==> config.mk <==
export PLATFORM = sky130hd
export DESIGN_NAME = fpl2_norm
export DESIGN_NICKNAME = d
export VERILOG_FILES = /design/src/hw/rtl/fpl2_pkg.sv /design/src/hw/rtl/fpl2_norm.sv
export SDC_FILE = /design/constraint.sdc
export NUM_CORES = 1
export LEC_CHECK = 0
export BUFFER_PORTS_ARGS = -buffer_cell sky130_fd_sc_hd__buf_2
export CAP_MARGIN = 20
export CORE_MARGIN = 1
export CORE_UTILIZATION = 45
export DETAILED_ROUTE_END_ITERATION = 8
export GPL_TIMING_DRIVEN = 0
export HOLD_SLACK_MARGIN = 0.12
export PLACE_DENSITY = 0.81
export SLEW_MARGIN = 0
export SYNTH_ARGS = -nofsm -noshare
export SYNTH_HDL_FRONTEND = slang
export SYNTH_SLANG_ARGS = --single-unit
==> constraint.sdc <==
create_clock -name clk -period 2.5 [get_ports clk]
set_input_delay 0.25 -clock clk [delete_from_list [all_inputs] [get_ports clk]]
set_output_delay 0.25 -clock clk [all_outputs]
set_load 0.01 [all_outputs]
==> src/hw/rtl/fpl2_pkg.sv <==
// Shared constants and types for the fixed-point log2 core.
// No dependencies.
package fpl2_pkg;

  localparam int DATA_WIDTH_DEF = 16;
  localparam int FRAC_W         = 4;
  localparam int LOG_W          = 16;
  localparam int X_W            = 16;
  localparam logic [FRAC_W-1:0] FRAC_RESET = 4'd12;

  typedef struct packed {
    logic valid;
    logic zero;
  } ctl_t;

endpackage

==> src/hw/rtl/fpl2_norm.sv <==
// Normalization front end: leading-one search, then shift into [1,2).
// Depends on fpl2_pkg.
module fpl2_norm #(
  parameter int DATA_WIDTH = fpl2_pkg::DATA_WIDTH_DEF,
  parameter int RW = $clog2(DATA_WIDTH),
  parameter int IW = RW + 1,
  parameter int FW = DATA_WIDTH - 2
) (
  input  logic                   clk,
  input  logic                   rst,
  input  logic                   en,
  input  logic [RW-1:0]          r,
  input  logic                   in_valid,
  input  logic [DATA_WIDTH-1:0]  in_x,
  output fpl2_pkg::ctl_t         out_ctl,
  output logic [DATA_WIDTH-1:0]  out_m,
  output logic signed [IW-1:0]   out_ip,
  output logic [FW-1:0]          out_frac
);

  logic [RW-1:0]         lead;
  fpl2_pkg::ctl_t        ctl_a;
  logic [DATA_WIDTH-1:0] x_a;
  logic [RW-1:0]         p_a;
  logic [RW-1:0]         sh;
  logic [DATA_WIDTH-1:0] m_next;
  logic signed [IW-1:0]  ip_next;

  always_comb begin
    lead = '0;
    for (int i = 0; i < DATA_WIDTH; i++) begin
      if (in_x[i]) lead = RW'(i);
    end
  end

  always_comb begin
    ip_next = $signed({1'b0, p_a}) - $signed({1'b0, r});
    if (p_a >= r) begin
      sh     = p_a - r;
      m_next = x_a >> sh;
    end else begin
      sh     = r - p_a;
      m_next = x_a << sh;
    end
  end

  always_ff @(posedge clk) begin
    if (rst) begin
      ctl_a   <= '0;
      out_ctl <= '0;
    end else if (en) begin
      ctl_a.valid <= in_valid;
      ctl_a.zero  <= (in_x == '0);
      out_ctl     <= ctl_a;
    end
  end

  always_ff @(posedge clk) begin
    if (en) begin
      x_a      <= in_x;
      p_a      <= lead;
      out_m    <= m_next;
      out_ip   <= ip_next;
      out_frac <= '0;
    end
  end

endmodule

==> results by group <==
Run status
  – Status: complete, but fails checks
  – Failing checks: negative setup slack

Die
  – Die height: a little under 90 um
  – Cell row count: 30
  – Boundary pin count: 61
  – Initial Utilization: ~47%
  – Die footprint: ~7700 um^2
  – Die Wd: 87.6 um
  – Core ar.: between 6000 and 7000 um^2

Worst setup path
  – Critical Path End Type: flop
  – Critical Path Start Type: flop
  – CP required: 2560 ps
  – Arr. time, crit path: between 2000 and 3000 ps
  – Crit path kind: reg2reg
  – Crit path max fanout: 6

Yosys
  – Post-synth EDFFs: 41
  – FF+latch count, synth: 45
  – Ranking of synthesized cells by area: edfxtp_1 37%, mux4_2 10%, mux2i_1 9.7%
  – Count of cell types in the netlist: between 40 and 50
  – Yosys Warn Count: 0
  – Synth top area share: between 30% and 40%
  – Synthesized instance count: 294
  – Top_reg_cell synth: edfxtp_1
  – Synth Area in Simple Gates: a little over a tenth
  – Compound-gate portion of the synthesized area: between 10% and 20%
  – Synth Area in XOR/XNOR: under 10%
  – Yosys top cell by area: edfxtp_1
  – Synth Area in Adders: under 10%
  – Largest family of logic cells by synthesized area: multiplexers
  – Seq/Total Area, Yosys: between 30 and 40%
  – Syn avg cell area: 11.2 um^2
  – Proportion of synthesized flip-flops having asynchronous set or reset: 0%
  – Cell with the most instances after synthesis: edfxtp_1
  – Synthesized area: about 3300 um^2
  – Post-synth top cells: 41 x edfxtp_1, 32 x mux2i_1, 27 x nor2_1
  – Post-synthesis mux area share: about a quarter

STA
  – Measured slew at the worst slew-check pin: slightly below 1000 ps
  – Min cycle time layout: around 2500 ps
  – F_max: between 0.3 and 0.4 GHz
  – RSZ-0062 raised after global routing: true
  – Final count of hold timing violations: 0
  – Setup ws final: -45.1 ps
  – # setup viols final: 1
  – Pins Over Slew Limit: 0
  – Setup TNS: -45.1 ps
  – Rel. slew slack: between 30% and 40%
  – Final Skew: approximately 7.4 ps
  – Fin crit share: 102%

Clock network
  – CTS tree: yes
  – Reg clk slew, reported paths: 90 ps
  – CTS HTree Levels: 2
  – Clock sinks: 45
  – CTS Buf Count: 5
  – Root buffer cell: clkbuf_8
  – CTS max path bufs: 2
  – Clk Latency, worst-skew pair: 310 ps

Final layout
  – Util after Layout: between 50 and 60%
  – Final nets: roughly 410
  – Share of cells above drive strength 1: between 30% and 40%
  – Layout Area Growth over Synthesis: 20.5%
  – Diodes inserted: 0

Place
  – Number of port buffers: 46
  – Hpwl dp: about 5.7 mm
  – Worst slack at placement: -217 ps
  – RePlAce Congestion: slightly below 0.9

Global routing
  – Total gr overflow: 0
  – Initial antenna violation count: 0
  – First-pass GRT wire length: roughly 12 mm
  – Global-route usage over all layers: 20.5%
  – Largest net degree at the start of global routing: 46
  – Number of global-route vias before repair: 2357

Route
  – Vias post-DR: 2613
  – # DRC: 0
  – Drt via density: 5.57
  – Drt first pass iters: 5
  – Final ANT Viol Nets: 0
  – Average wire per standard cell: between 15 and 20 um
  – DR iter-0 viols: around 160
  – Detailed-route wire length: between 7 and 8 mm

Pwr
  – Worst vdd ir: 273 uV
  – P_leak: ~1.7 nW
  – Power per cell area: slightly below 700 nW/um^2
  – PnR Total Power: between 2 and 3 mW

Hold path
  – Min-delay worst type: in2reg

Flow run
  – Max-capacitance violation count: 0
## sequential cells by signal, indices dropped and copies added, names as in the netlist
register  count
out_ip        5
out_m        16
out_ctl       2
ctl_a         2
x_a          16
p_a           4
## final timing paths
kind                     to  cells past startpoint  slack, ps  startpoint
setup / recovery  out_m[15]                      8        -50      p_a[0]
hold / removal       x_a[0]                      1        130     in_x[0]
setup reg to reg  out_m[15]                      8        -50      p_a[0]
hold reg to reg    ctl_a[1]                      2        510    ctl_a[1]
## cells by family after synthesis
family,after synthesis
mux,58
fa+ha+maj,9
other cells,1
buf+inv,48
xor+xnor,5
flops,45
compound gates,55
simple gates,73
## power breakdown
group          internal (mW)  switching [mW]  total (mW)
clock network          0.250           0.247       0.496
logic                  0.586           0.682        1.27
registers              0.948          0.0482       0.997
## cells in the final DEF (no fill, tap or decap), drive strengths merged, types with 10 or more instances in the layout
master / instances
a21oi: 23
buf: 87
clkbuf: 10
conb: 14
edfxtp: 41
inv: 16
mux2: 11
mux2i: 32
mux4: 15
nand2: 11
nand3: 13
nor2: 27
## cell type report
| class | count | area, um^2 |
|---|---|---|
| Tap cell | 96 | 120 |
| Clock buffer | 7 | 96.3 |
| Inverter | 16 | 60.1 |
| Buffer | 32 | 250 |
| Sequential cell | 45 | 1310 |
| Clock inverter | 1 | 5.00 |
| Timing Repair Buffer | 58 | 320 |
| Multi-Input combinational cell | 214 | 1810 |
| Fill cell | 597 | 2970 |
## critical path, stage by stage, from the launching register on
cell	delay, ps
edfxtp_1	370
ha_2	200
inv_2	40
fa_1	490
buf_6	130
mux4_2	530
mux2_4	280
mux2i_1	170
o22ai_1	90
## what timing repair did
item,in CTS,in global routing
endpoints found under the setup margin,16,16
pin swaps,12,5
hold buffers,0,0
gates resized for setup,21,11
buffers inserted,9,3
## routing by layer
| layer | part of all wire, % | GRT usage (%) |
|---|---|---|
| met5 | 0 | 0 |
| met4 | 1.2 | 5.81 |
| met3 | 6.9 | 4.24 |
| met2 | 49 | 34.1 |
| met1 | 43 | 27.4 |
## stage by stage
step / std cells / instance area [um^2] / hold slack (ps)
global route: 469 / 3970 / 134
global placement: 449 / 3690 / 446
detailed placement: 449 / 3690 / 444
CTS: 466 / 3920 / 130
finish: 469 / 3970 / 133
floorplan: 307 / 3340 / 322
Power figures use the tool's default switching activity.
