<file path="src/hw/rtl/fpl2_pkg.sv">
// Shared constants and types for the fixed-point log2 core.
// No dependencies.
package fpl2_pkg;

  localparam int DATA_WIDTH_DEF = 16;
  localparam int FRAC_W         = 4;
  localparam int LOG_W          = 16;
  localparam int X_W            = 16;
  localparam logic [FRAC_W-1:0] FRAC_RESET = 4'd12;

  typedef struct packed {
    logic valid;
    logic zero;
  } ctl_t;

endpackage

</file>
<file path="src/hw/rtl/fpl2_cell.sv">
// One squaring cell: produces one fraction bit when its index is below r.
// Depends on fpl2_pkg.
module fpl2_cell #(
  parameter int DATA_WIDTH = fpl2_pkg::DATA_WIDTH_DEF,
  parameter int RW = $clog2(DATA_WIDTH),
  parameter int IW = RW + 1,
  parameter int FW = DATA_WIDTH - 2,
  parameter int K = 0
) (
  input  logic                   clk,
  input  logic                   rst,
  input  logic                   en,
  input  logic [RW-1:0]          r,
  input  fpl2_pkg::ctl_t         in_ctl,
  input  logic [DATA_WIDTH-1:0]  in_m,
  input  logic signed [IW-1:0]   in_ip,
  input  logic [FW-1:0]          in_frac,
  output fpl2_pkg::ctl_t         out_ctl,
  output logic [DATA_WIDTH-1:0]  out_m,
  output logic signed [IW-1:0]   out_ip,
  output logic [FW-1:0]          out_frac
);

  logic [2*DATA_WIDTH-1:0] prod;
  logic [2*DATA_WIDTH-1:0] prod_sh;
  logic [DATA_WIDTH-1:0]   sq;
  logic [DATA_WIDTH:0]     two;
  logic                    ge;
  logic                    active;
  logic [DATA_WIDTH-1:0]   m_next;
  logic [FW-1:0]           frac_next;

  always_comb begin
    prod    = in_m * in_m;
    prod_sh = prod >> r;
    sq      = prod_sh[DATA_WIDTH-1:0];
    two     = (DATA_WIDTH+1)'(1) << (r + 1'b1);
    ge      = ({1'b0, sq} >= two);
    active  = (RW'(K) < r);
    if (active) begin
      m_next    = ge ? (sq >> 1) : sq;
      frac_next = {in_frac[FW-2:0], ge};
    end else begin
      m_next    = in_m;
      frac_next = in_frac;
    end
  end

  always_ff @(posedge clk) begin
    if (rst) begin
      out_ctl <= '0;
    end else if (en) begin
      out_ctl <= in_ctl;
    end
  end

  always_ff @(posedge clk) begin
    if (en) begin
      out_m    <= m_next;
      out_ip   <= in_ip;
      out_frac <= frac_next;
    end
  end

endmodule

</file>
<file path="config.mk">
export PLATFORM = sky130hd
export DESIGN_NAME = fpl2_cell
export DESIGN_NICKNAME = d
export VERILOG_FILES = /design/src/hw/rtl/fpl2_pkg.sv /design/src/hw/rtl/fpl2_cell.sv
export SDC_FILE = /design/constraint.sdc
export NUM_CORES = 1
export LEC_CHECK = 0
export BUFFER_PORTS_ARGS = -buffer_cell sky130_fd_sc_hd__buf_2
export CAP_MARGIN = 10
export CORE_MARGIN = 1.5
export CORE_UTILIZATION = 30
export DETAILED_ROUTE_END_ITERATION = 8
export GPL_TIMING_DRIVEN = 0
export PLACE_DENSITY = 0.45
export SETUP_SLACK_MARGIN = 0.02
export SLEW_MARGIN = 40
export SYNTH_ARGS = -nofsm -noshare
export SYNTH_HDL_FRONTEND = slang
export SYNTH_SLANG_ARGS = --single-unit
export TNS_END_PERCENT = 5
</file>
<file path="constraint.sdc">
create_clock -name clk -period 8.6 [get_ports clk]
set_input_delay 0.86 -clock clk [delete_from_list [all_inputs] [get_ports clk]]
set_output_delay 0.86 -clock clk [all_outputs]
set_load 0.03 [all_outputs]
</file>
==> results_dict.tcl, run 1 <==
set metrics [dict create \
    status "finished, violations left" \
    violations "DRC, setup timing" \
    grt_max_degree 38 \
    nets 1690 \
    netlist_area_um2 10900 \
    wire_per_inst_um 19.1 \
    initial_core_util 0.306 \
    antenna_found_initial 3 \
    port_buffers 77 \
    finalWorstSetupSlack_ns -0.156 \
    io_pins 81 \
    synthTopCellsByArea "fa_1 (30%), ha_1 (12%), edfxtp_1 (9.6%), inv_1 (6.7%), nand2_1 (6.1%)" \
    grt-ovfl-total 0 \
    met3_usage 0.0221 \
    dr.pass1.iters 7 \
    drive_gt1_frac 0.186 \
    htreeDepth 2 \
    grt_pass1_vias 9775 \
    layout.cells.non_filler 1835 \
    syn_to_final_growth_pct 21.1 \
    postCtsHoldBufs 0 \
    drcViolationCount 7 \
    grt_setup_unrepaired "yes" \
    end_kind "flip-flop" \
    clock_latency_ns 0.28 \
    clk_pin_slew_worst_paths_ns 0.05 \
    crit_path_start_kind "input pin" \
    clockBufferDepth 2 \
    met2_usage 0.323 \
    cts_num_sinks 37 \
    tightest_slew_ns 0.837 \
    fp.dieH_um 194 \
    synth_warnings 0 \
    drt_iter0_drc 572 \
    crit_required_ns 8.62 \
    crit_fanout 7 \
    cts_inserted_buffers 5 \
    avgSynthCellArea_um2 8.69 \
    vias 9341 \
    setup_viol 13 \
    fin_crit_sh 1.02 \
    synth-seq-area-share 0.100 \
    antenna_cells 0 \
    syn-instance-count 1256 \
    antenna_left 0 \
    top_usage_layer "met2" \
    final_core_util 0.371 \
    place.gp.congestion 0.857 \
    synth_flop_cell "edfxtp_1" \
    synth-seq-cells 37 \
    finalCriticalPeriod_ns 8.76 \
    max_freq_mhz 114 \
    drt-total-wl_um 35100 \
    dieArea_um2 37500 \
    slew_headroom 0.440 \
    syn_nets 1573 \
    coreArea_um2 35700 \
    synth_edf_count 35 \
    maxSlewViolCount 0 \
    critical_path_class "input pin to flip-flop" \
    max_cap_violations 0 \
    critPathSlowestCell "mux4_2" \
    grt_first_pass_wirelength_um 55900 \
    placed_cell_area_um2 12000 \
    use_met1 0.266 \
    final_cell_mix "inv_1 (189), nand2_1 (173), fa_1 (157)" \
    vias_per_cell 5.09 \
    die_w_um 194 \
    yosysTopAreaCellShare 0.301 \
    place_inst 1794 \
    hold_path.class "flip-flop to flip-flop" \
    hold_viol 0 \
    arrival_ns 8.77 \
    grt_use_total 0.191 \
    final_area_um2 13200 \
    cp_common_cell "fa_1" \
    synth_top_cell_by_area "fa_1" \
    root_buffer "clkbuf_16" \
    dp.final_hpwl_um 28500 \
    final_common_cell "inv_1" \
    cts_tree "done" \
    slowest_delay_ns 0.53 \
    placementRows 69 \
    fin_skew_ns 0 \
    async_reset_ff_frac 0 \
    synth_cell_type_count 79 \
]
==> final cells by class <==
type / count / area, um2
fillers: 3719 / 22400
multi-input cells: 964 / 9350
flip-flops and latches: 37 / 1090
inverters: 198 / 747
repair buffers: 112 / 741
well taps: 461 / 577
plain buffers: 55 / 561
clock buffers: 7 / 143
clock inverters: 1 / 7.51
==> synth_stat cells (3+ instances only) <==
cell,instances
edfxtp_1,35
a31oi_1,5
a21o_1,16
nor2b_1,11
xnor2_1,19
o21ai_1,5
fa_1,164
a21oi_1,44
nor3_1,20
xor2_1,7
a221o_1,5
or3_1,8
o221ai_1,4
mux4_2,5
a31o_2,4
o2111a_1,3
o211ai_1,15
and3_1,16
mux2i_1,25
nand3_1,31
o21ai_0,32
inv_1,196
and2_1,56
o311ai_0,6
ha_1,109
nor4_1,3
a211oi_1,10
a211o_1,8
o31ai_1,3
nor2_1,60
clkbuf_1,48
mux2_2,9
a222oi_1,4
nand2b_1,8
buf_2,7
nand2_1,178
o21a_1,12
nand4_1,11
==> layer usage <==
metal	vias up	routed length, um
met4	0	501
met5	-	0
li1	4458	-
met3	34	1450
met1	4657	16400
met2	192	16800
==> path summary, 6_finish.rpt <==
path	from	to	cells after the start	slack (ns)
worst max-delay path	in_m[4]	out_m[4]$_DFFE_PP_	35	-0.16
worst min-delay path	out_ctl[1]$_SDFFE_PP0P_	out_ctl[1]$_SDFFE_PP0P_	2	0.50
worst max register to register	out_ctl[1]$_SDFFE_PP0P_	out_ctl[1]$_SDFFE_PP0P_	2	8.01
worst min register to register	out_ctl[1]$_SDFFE_PP0P_	out_ctl[1]$_SDFFE_PP0P_	2	0.50
==> critical path: cells and delay by family <==
kind                       cells  cell delay, ns
adders and majority gates      8            3.41
AOI/OAI and AO/OA             10            1.65
buffers and inverters          9            0.96
and+or+nand+nor                3            0.46
muxes                          4            1.33
xor gates and xnor gates       1            0.07
==> state kept, by name (all words and copies together) (netlist names) <==
signal,cells
out_ctl,2
out_frac,14
out_m,16
out_ip,5
==> metrics by stage <==
| step | setup slack, ns | TNS [ns] | hold WS, ns |
|---|---|---|---|
| after floorplan | -0.0305 | -0.0620 | 0.630 |
| after CTS | -0.299 | -4.08 | 0.518 |
| after global placement | -1.95 | -31.71 | 0.486 |
| final | -0.156 | -1.12 | 0.505 |
| after global routing | -0.472 | -6.32 | 0.547 |
| after detailed placement | -1.82 | -29.83 | 0.502 |
==> timing repair <==
item | in CTS | in global routing
gates cloned | 0 | 1
endpoints found under the setup margin | 17 | 17
buffers inserted | 23 | 11
resized for setup | 103 | 93
pin swaps | 18 | 33
==> cells by family (layout without fill, tap and decap cells) <==
logic type,Yosys count,after routing,synth area share
DFF,37,37,0.100
adders and majority gates,273,273,0.426
AOI/OAI and AO/OA,205,205,0.134
muxes,42,42,0.0486
buffers and inverters,255,373,0.0892
and+or+nand+nor,418,418,0.181
xor gates and xnor gates,26,26,0.0209
Power of run 1 is left out: the tool's default activity adds up to more than one toggle a clock period on the data nets, which glitch-free logic cannot reach.
==> inputs of run 2 (changes only) <==
BUFFER_PORTS_ARGS = -buffer_cell sky130_fd_sc_hd__buf_4   (was -buffer_cell sky130_fd_sc_hd__buf_2)
TNS_END_PERCENT = 100   (was 5)
==> results_dict.tcl, run 2 (synthesis gave the netlist of run 1 again) <==
set metrics [dict create \
    cts_tree "done" \
    initial_core_util 0.306 \
    layout.cells.non_filler 1880 \
    dr.pass1.iters 7 \
    regMostFlops "out_m" \
    arrival_ns 8.61 \
    io_pins 81 \
    tightest_slew_ns 0.834 \
    nFillCells 3638 \
    crit_required_ns 8.62 \
    slowest_delay_ns 0.55 \
    clock_latency_ns 0.28 \
    drive_gt1_frac 0.244 \
    maxSlewViolCount 0 \
    coreArea_um2 35700 \
    hold_viol 0 \
    vias 9545 \
    grt_use_total 0.192 \
    antenna_left 0 \
    htreeDepth 2 \
    slew_headroom 0.441 \
    root_buffer "clkbuf_16" \
    setup_viol 0 \
    grt_setup_unrepaired "yes" \
    grt-ovfl-total 0 \
    place.gp.congestion 0.868 \
    crit_fanout 6 \
    cp_common_cell "fa_1" \
    fin_skew_ns 0 \
    placementRows 69 \
    drcViolationCount 12 \
    clk_pin_slew_worst_paths_ns 0.06 \
    critPathBufInv 6 \
    dp.final_hpwl_um 28700 \
    die_w_um 194 \
    crit_path_start_kind "input pin" \
    fin_crit_sh 0.999 \
    drt_iter0_drc 634 \
    critical_path_class "input pin to flip-flop" \
    fp.dieH_um 194 \
    drt-total-wl_um 35500 \
    cts_num_sinks 37 \
    hold_path.class "flip-flop to flip-flop" \
    antenna_found_initial 3 \
    top_regs "out_m (16), out_frac (14), out_ip (5)" \
    status "finished, violations left" \
    critPathSlowestCell "fa_1" \
    crit_family "adder cells" \
    grt_max_degree 38 \
    end_kind "flip-flop" \
    finalCriticalPeriod_ns 8.59 \
    final_cell_mix "inv_1 (189), nand2_1 (165), fa_1 (150)" \
    postCtsHoldBufs 0 \
    port_buffers 77 \
    grt_pass1_vias 10000 \
    wire_per_inst_um 18.9 \
    dieArea_um2 37500 \
    nets 1733 \
    violations "DRC" \
    final_common_cell "inv_1" \
    final_core_util 0.394 \
    place_inst 1794 \
    vias_per_cell 5.08 \
    syn_to_final_growth_pct 28.6 \
    largest_reg_flops 16 \
    max_cap_violations 0 \
    max_freq_mhz 116 \
    cts_inserted_buffers 5 \
    grt_first_pass_wirelength_um 56500 \
    fin_hold_ws_ns 0.510 \
    clockBufferDepth 2 \
]
==> run 2: metrics by stage <==
stage | setup TNS (ns) | setup slack [ns] | area, um2
after CTS | -3.45 | -0.302 | 13100
after global placement | -30.38 | -1.86 | 12200
after detailed placement | -27.18 | -1.69 | 12200
after floorplan | -0.0343 | -0.0214 | 11000
after global routing | -2.85 | -0.237 | 14000
final | 0 | 0.0127 | 14000
==> run 2: worst reg2reg max path, stage by stage (launching register included) <==
cell,delay (ns)
dfxtp_1,0.31
mux2i_1,0.12
nor2_1,0.05
==> run 2: area by class of cell <==
class	count	area (um2)	share of cell area
Buffer	53	538	0.0383
Clock inverter	3	17.5	0.00125
Antenna cell	2	5.00	0.000357
Inverter	198	749	0.0534
Tap cell	461	577	0.0411
Timing Repair Buffer	157	1340	0.0956
Sequential cell	37	1090	0.0777
Multi-Input combinational cell	964	9590	0.683
Clock buffer	5	125	0.00891
==> run 2: worst paths after layout <==
kind / start / endpoint / slack [ns] / cells past startpoint
setup / recovery: in_m[9] / out_m[4]$_DFFE_PP_ / 0.01 / 33
hold / removal: out_ctl[1]$_SDFFE_PP0P_ / out_ctl[1]$_SDFFE_PP0P_ / 0.51 / 2
setup reg to reg: out_ctl[0]$_SDFFE_PP0P_ / out_ctl[0]$_SDFFE_PP0P_ / 8.01 / 2
hold reg to reg: out_ctl[1]$_SDFFE_PP0P_ / out_ctl[1]$_SDFFE_PP0P_ / 0.51 / 2
==> run 2: timing repair <==
action	in CTS	in global routing
endpoints found under the hold margin	0	0
setup buffers	34	44
cloned	0	2
pin swaps	33	66
setup endpoints to repair	17	17
resized for setup	104	154
==> run 2: per-layer routing <==
metal | up-vias | share of wire | global-route usage | wire (um)
li1 | 4536 | - | - | -
met1 | 4780 | 0.46 | 0.263 | 16300
met3 | 32 | 0.045 | 0.0204 | 1600
met4 | 0 | 0.013 | 0.0306 | 468
met5 | - | 0 | 0 | 0
met2 | 197 | 0.48 | 0.330 | 17200
Power of run 2 is left out for the same reason.
==> inputs of run 3 (changes only) <==
--- a/config.mk
+++ b/config.mk
@@ -8,4 +8,5 @@
 export BUFFER_PORTS_ARGS = -buffer_cell sky130_fd_sc_hd__buf_4
 export CAP_MARGIN = 10
+export CORE_ASPECT_RATIO = 1.4
 export CORE_MARGIN = 1.5
 export CORE_UTILIZATION = 30
==> constraint.sdc (replaced) <==
create_clock -name clk -period 8.6 [get_ports clk]
set_input_delay 0.43 -clock clk [delete_from_list [all_inputs] [get_ports clk]]
set_output_delay 0.43 -clock clk [all_outputs]
set_load 0.03 [all_outputs]
==> results_dict.tcl, run 3 (synthesis gave the netlist of run 1 again) <==
set metrics [dict create \
    status "finished, final reports clean" \
    r2r_cells 2 \
    maxSlewViolCount 0 \
    cts_inserted_buffers 5 \
    coreArea_um2 35800 \
    top_regs "out_m (16), out_frac (14), out_ip (5)" \
    grt_setup_unrepaired "yes" \
    port_buffers 77 \
    hold_path.class "input pin to flip-flop" \
    crit_required_ns 8.61 \
    max_cap_violations 0 \
    cts_num_sinks 37 \
    wire_per_inst_um 19.2 \
    grt_max_degree 38 \
    placementRows 82 \
    slowest_delay_ns 0.54 \
    crit_path_start_kind "input pin" \
    grt-ovfl-total 0 \
    grt_first_pass_wirelength_um 55500 \
    clockBufferDepth 2 \
    antenna_left 0 \
    hold_viol 0 \
    regMostFlops "out_m" \
    fp.dieH_um 229 \
    hold_depth 2 \
    dp.final_hpwl_um 29400 \
    fin_crit_sh 0.983 \
    syn_to_final_growth_pct 19.2 \
    dr.pass1.iters 5 \
    largest_reg_flops 16 \
    grt_pass1_vias 10100 \
    multiInputGateArea_um2 9180 \
    arrival_ns 8.47 \
    drt-total-wl_um 35200 \
    tightest_slew_ns 0.777 \
    die_w_um 164 \
    final_core_util 0.363 \
    critPathSlowestCell "fa_1" \
    clk_pin_slew_worst_paths_ns 0.05 \
    setup_tns_ns 0 \
    vias 9331 \
    drive_gt1_frac 0.163 \
    htreeDepth 2 \
    setup_viol 0 \
    io_pins 81 \
    vias_per_cell 5.09 \
    end_kind "flip-flop" \
    max_freq_mhz 118 \
    place.gp.congestion 0.901 \
    nFillCells 3799 \
    drcViolationCount 0 \
    critical_path_class "input pin to flip-flop" \
    nets 1686 \
    final_cell_mix "inv_1 (192), nand2_1 (176), fa_1 (163)" \
    antenna_found_initial 1 \
    grt_use_total 0.193 \
    dieArea_um2 37600 \
    finalCriticalPeriod_ns 8.46 \
    clock_latency_ns 0.27 \
    crit_fanout 7 \
    cts_tree "done" \
    slew_headroom 0.480 \
    drt_iter0_drc 436 \
    initial_core_util 0.305 \
    regArea_um2 1090 \
    root_buffer "clkbuf_16" \
    cp_common_cell "fa_1" \
    final_common_cell "inv_1" \
    fin_skew_ns 0 \
]
==> run 3: final cells by class <==
class / instances / share of cell area
Multi-Input combinational cell: 964 / 0.705
Sequential cell: 37 / 0.0838
Timing Repair Buffer: 109 / 0.0646
Inverter: 198 / 0.0574
Buffer: 54 / 0.0329
Tap cell: 462 / 0.0444
Clock buffer: 8 / 0.0112
Antenna cell: 1 / 0.000192
==> run 3: worst paths after layout <==
path | start | endpoint | slack, ns
worst max register to register | out_ctl[1]$_SDFFE_PP0P_ | out_ctl[1]$_SDFFE_PP0P_ | 8.02
worst max-delay path | in_m[9] | out_m[4]$_DFFE_PP_ | 0.14
worst min-delay path | rst | out_ctl[1]$_SDFFE_PP0P_ | 0.32
worst min register to register | out_ctl[0]$_SDFFE_PP0P_ | out_ctl[0]$_SDFFE_PP0P_ | 0.50
==> run 3: routing by layer <==
layer,track usage,vias to the layer above,part of all wire,wire (um)
met1,0.224,4637,0.39,13900
met5,0,-,0,0
met4,0.0588,0,0.033,1160
li1,-,4433,-,-
met2,0.369,204,0.54,19100
met3,0.0120,57,0.031,1100
==> run 3: timing repair <==
item                                    in CTS  in global routing
buffers inserted                            12                 19
gates cloned                                 0                  1
endpoints found under the setup margin      17                 17
gates resized for setup                     63                 79
hold buffers                                 0                  0
pin swaps                                   11                 23
==> run 3: through the flow <==
stage               hold WS (ns)  area (um2)  worst slack, ns  std cells
finish                     0.316       13000            0.142       1833
global route               0.320       13000           -0.222       1832
CTS                        0.309       12600           0.0221       1814
detailed placement         0.494       12100            -1.66       1795
global placement           0.485       12100            -1.65       1795
floorplan                  0.502       10900           0.0431       1256
==> run 3: worst max-delay path: cells and delay by family <==
kind	cells	cell delay, ns
muxes	4	1.28
and+or+nand+nor	3	0.62
adders and majority gates	8	3.24
xor gates and xnor gates	2	0.27
buffers and inverters	5	0.70
AOI/OAI and AO/OA	10	1.87
Power of run 3 is left out for the same reason.
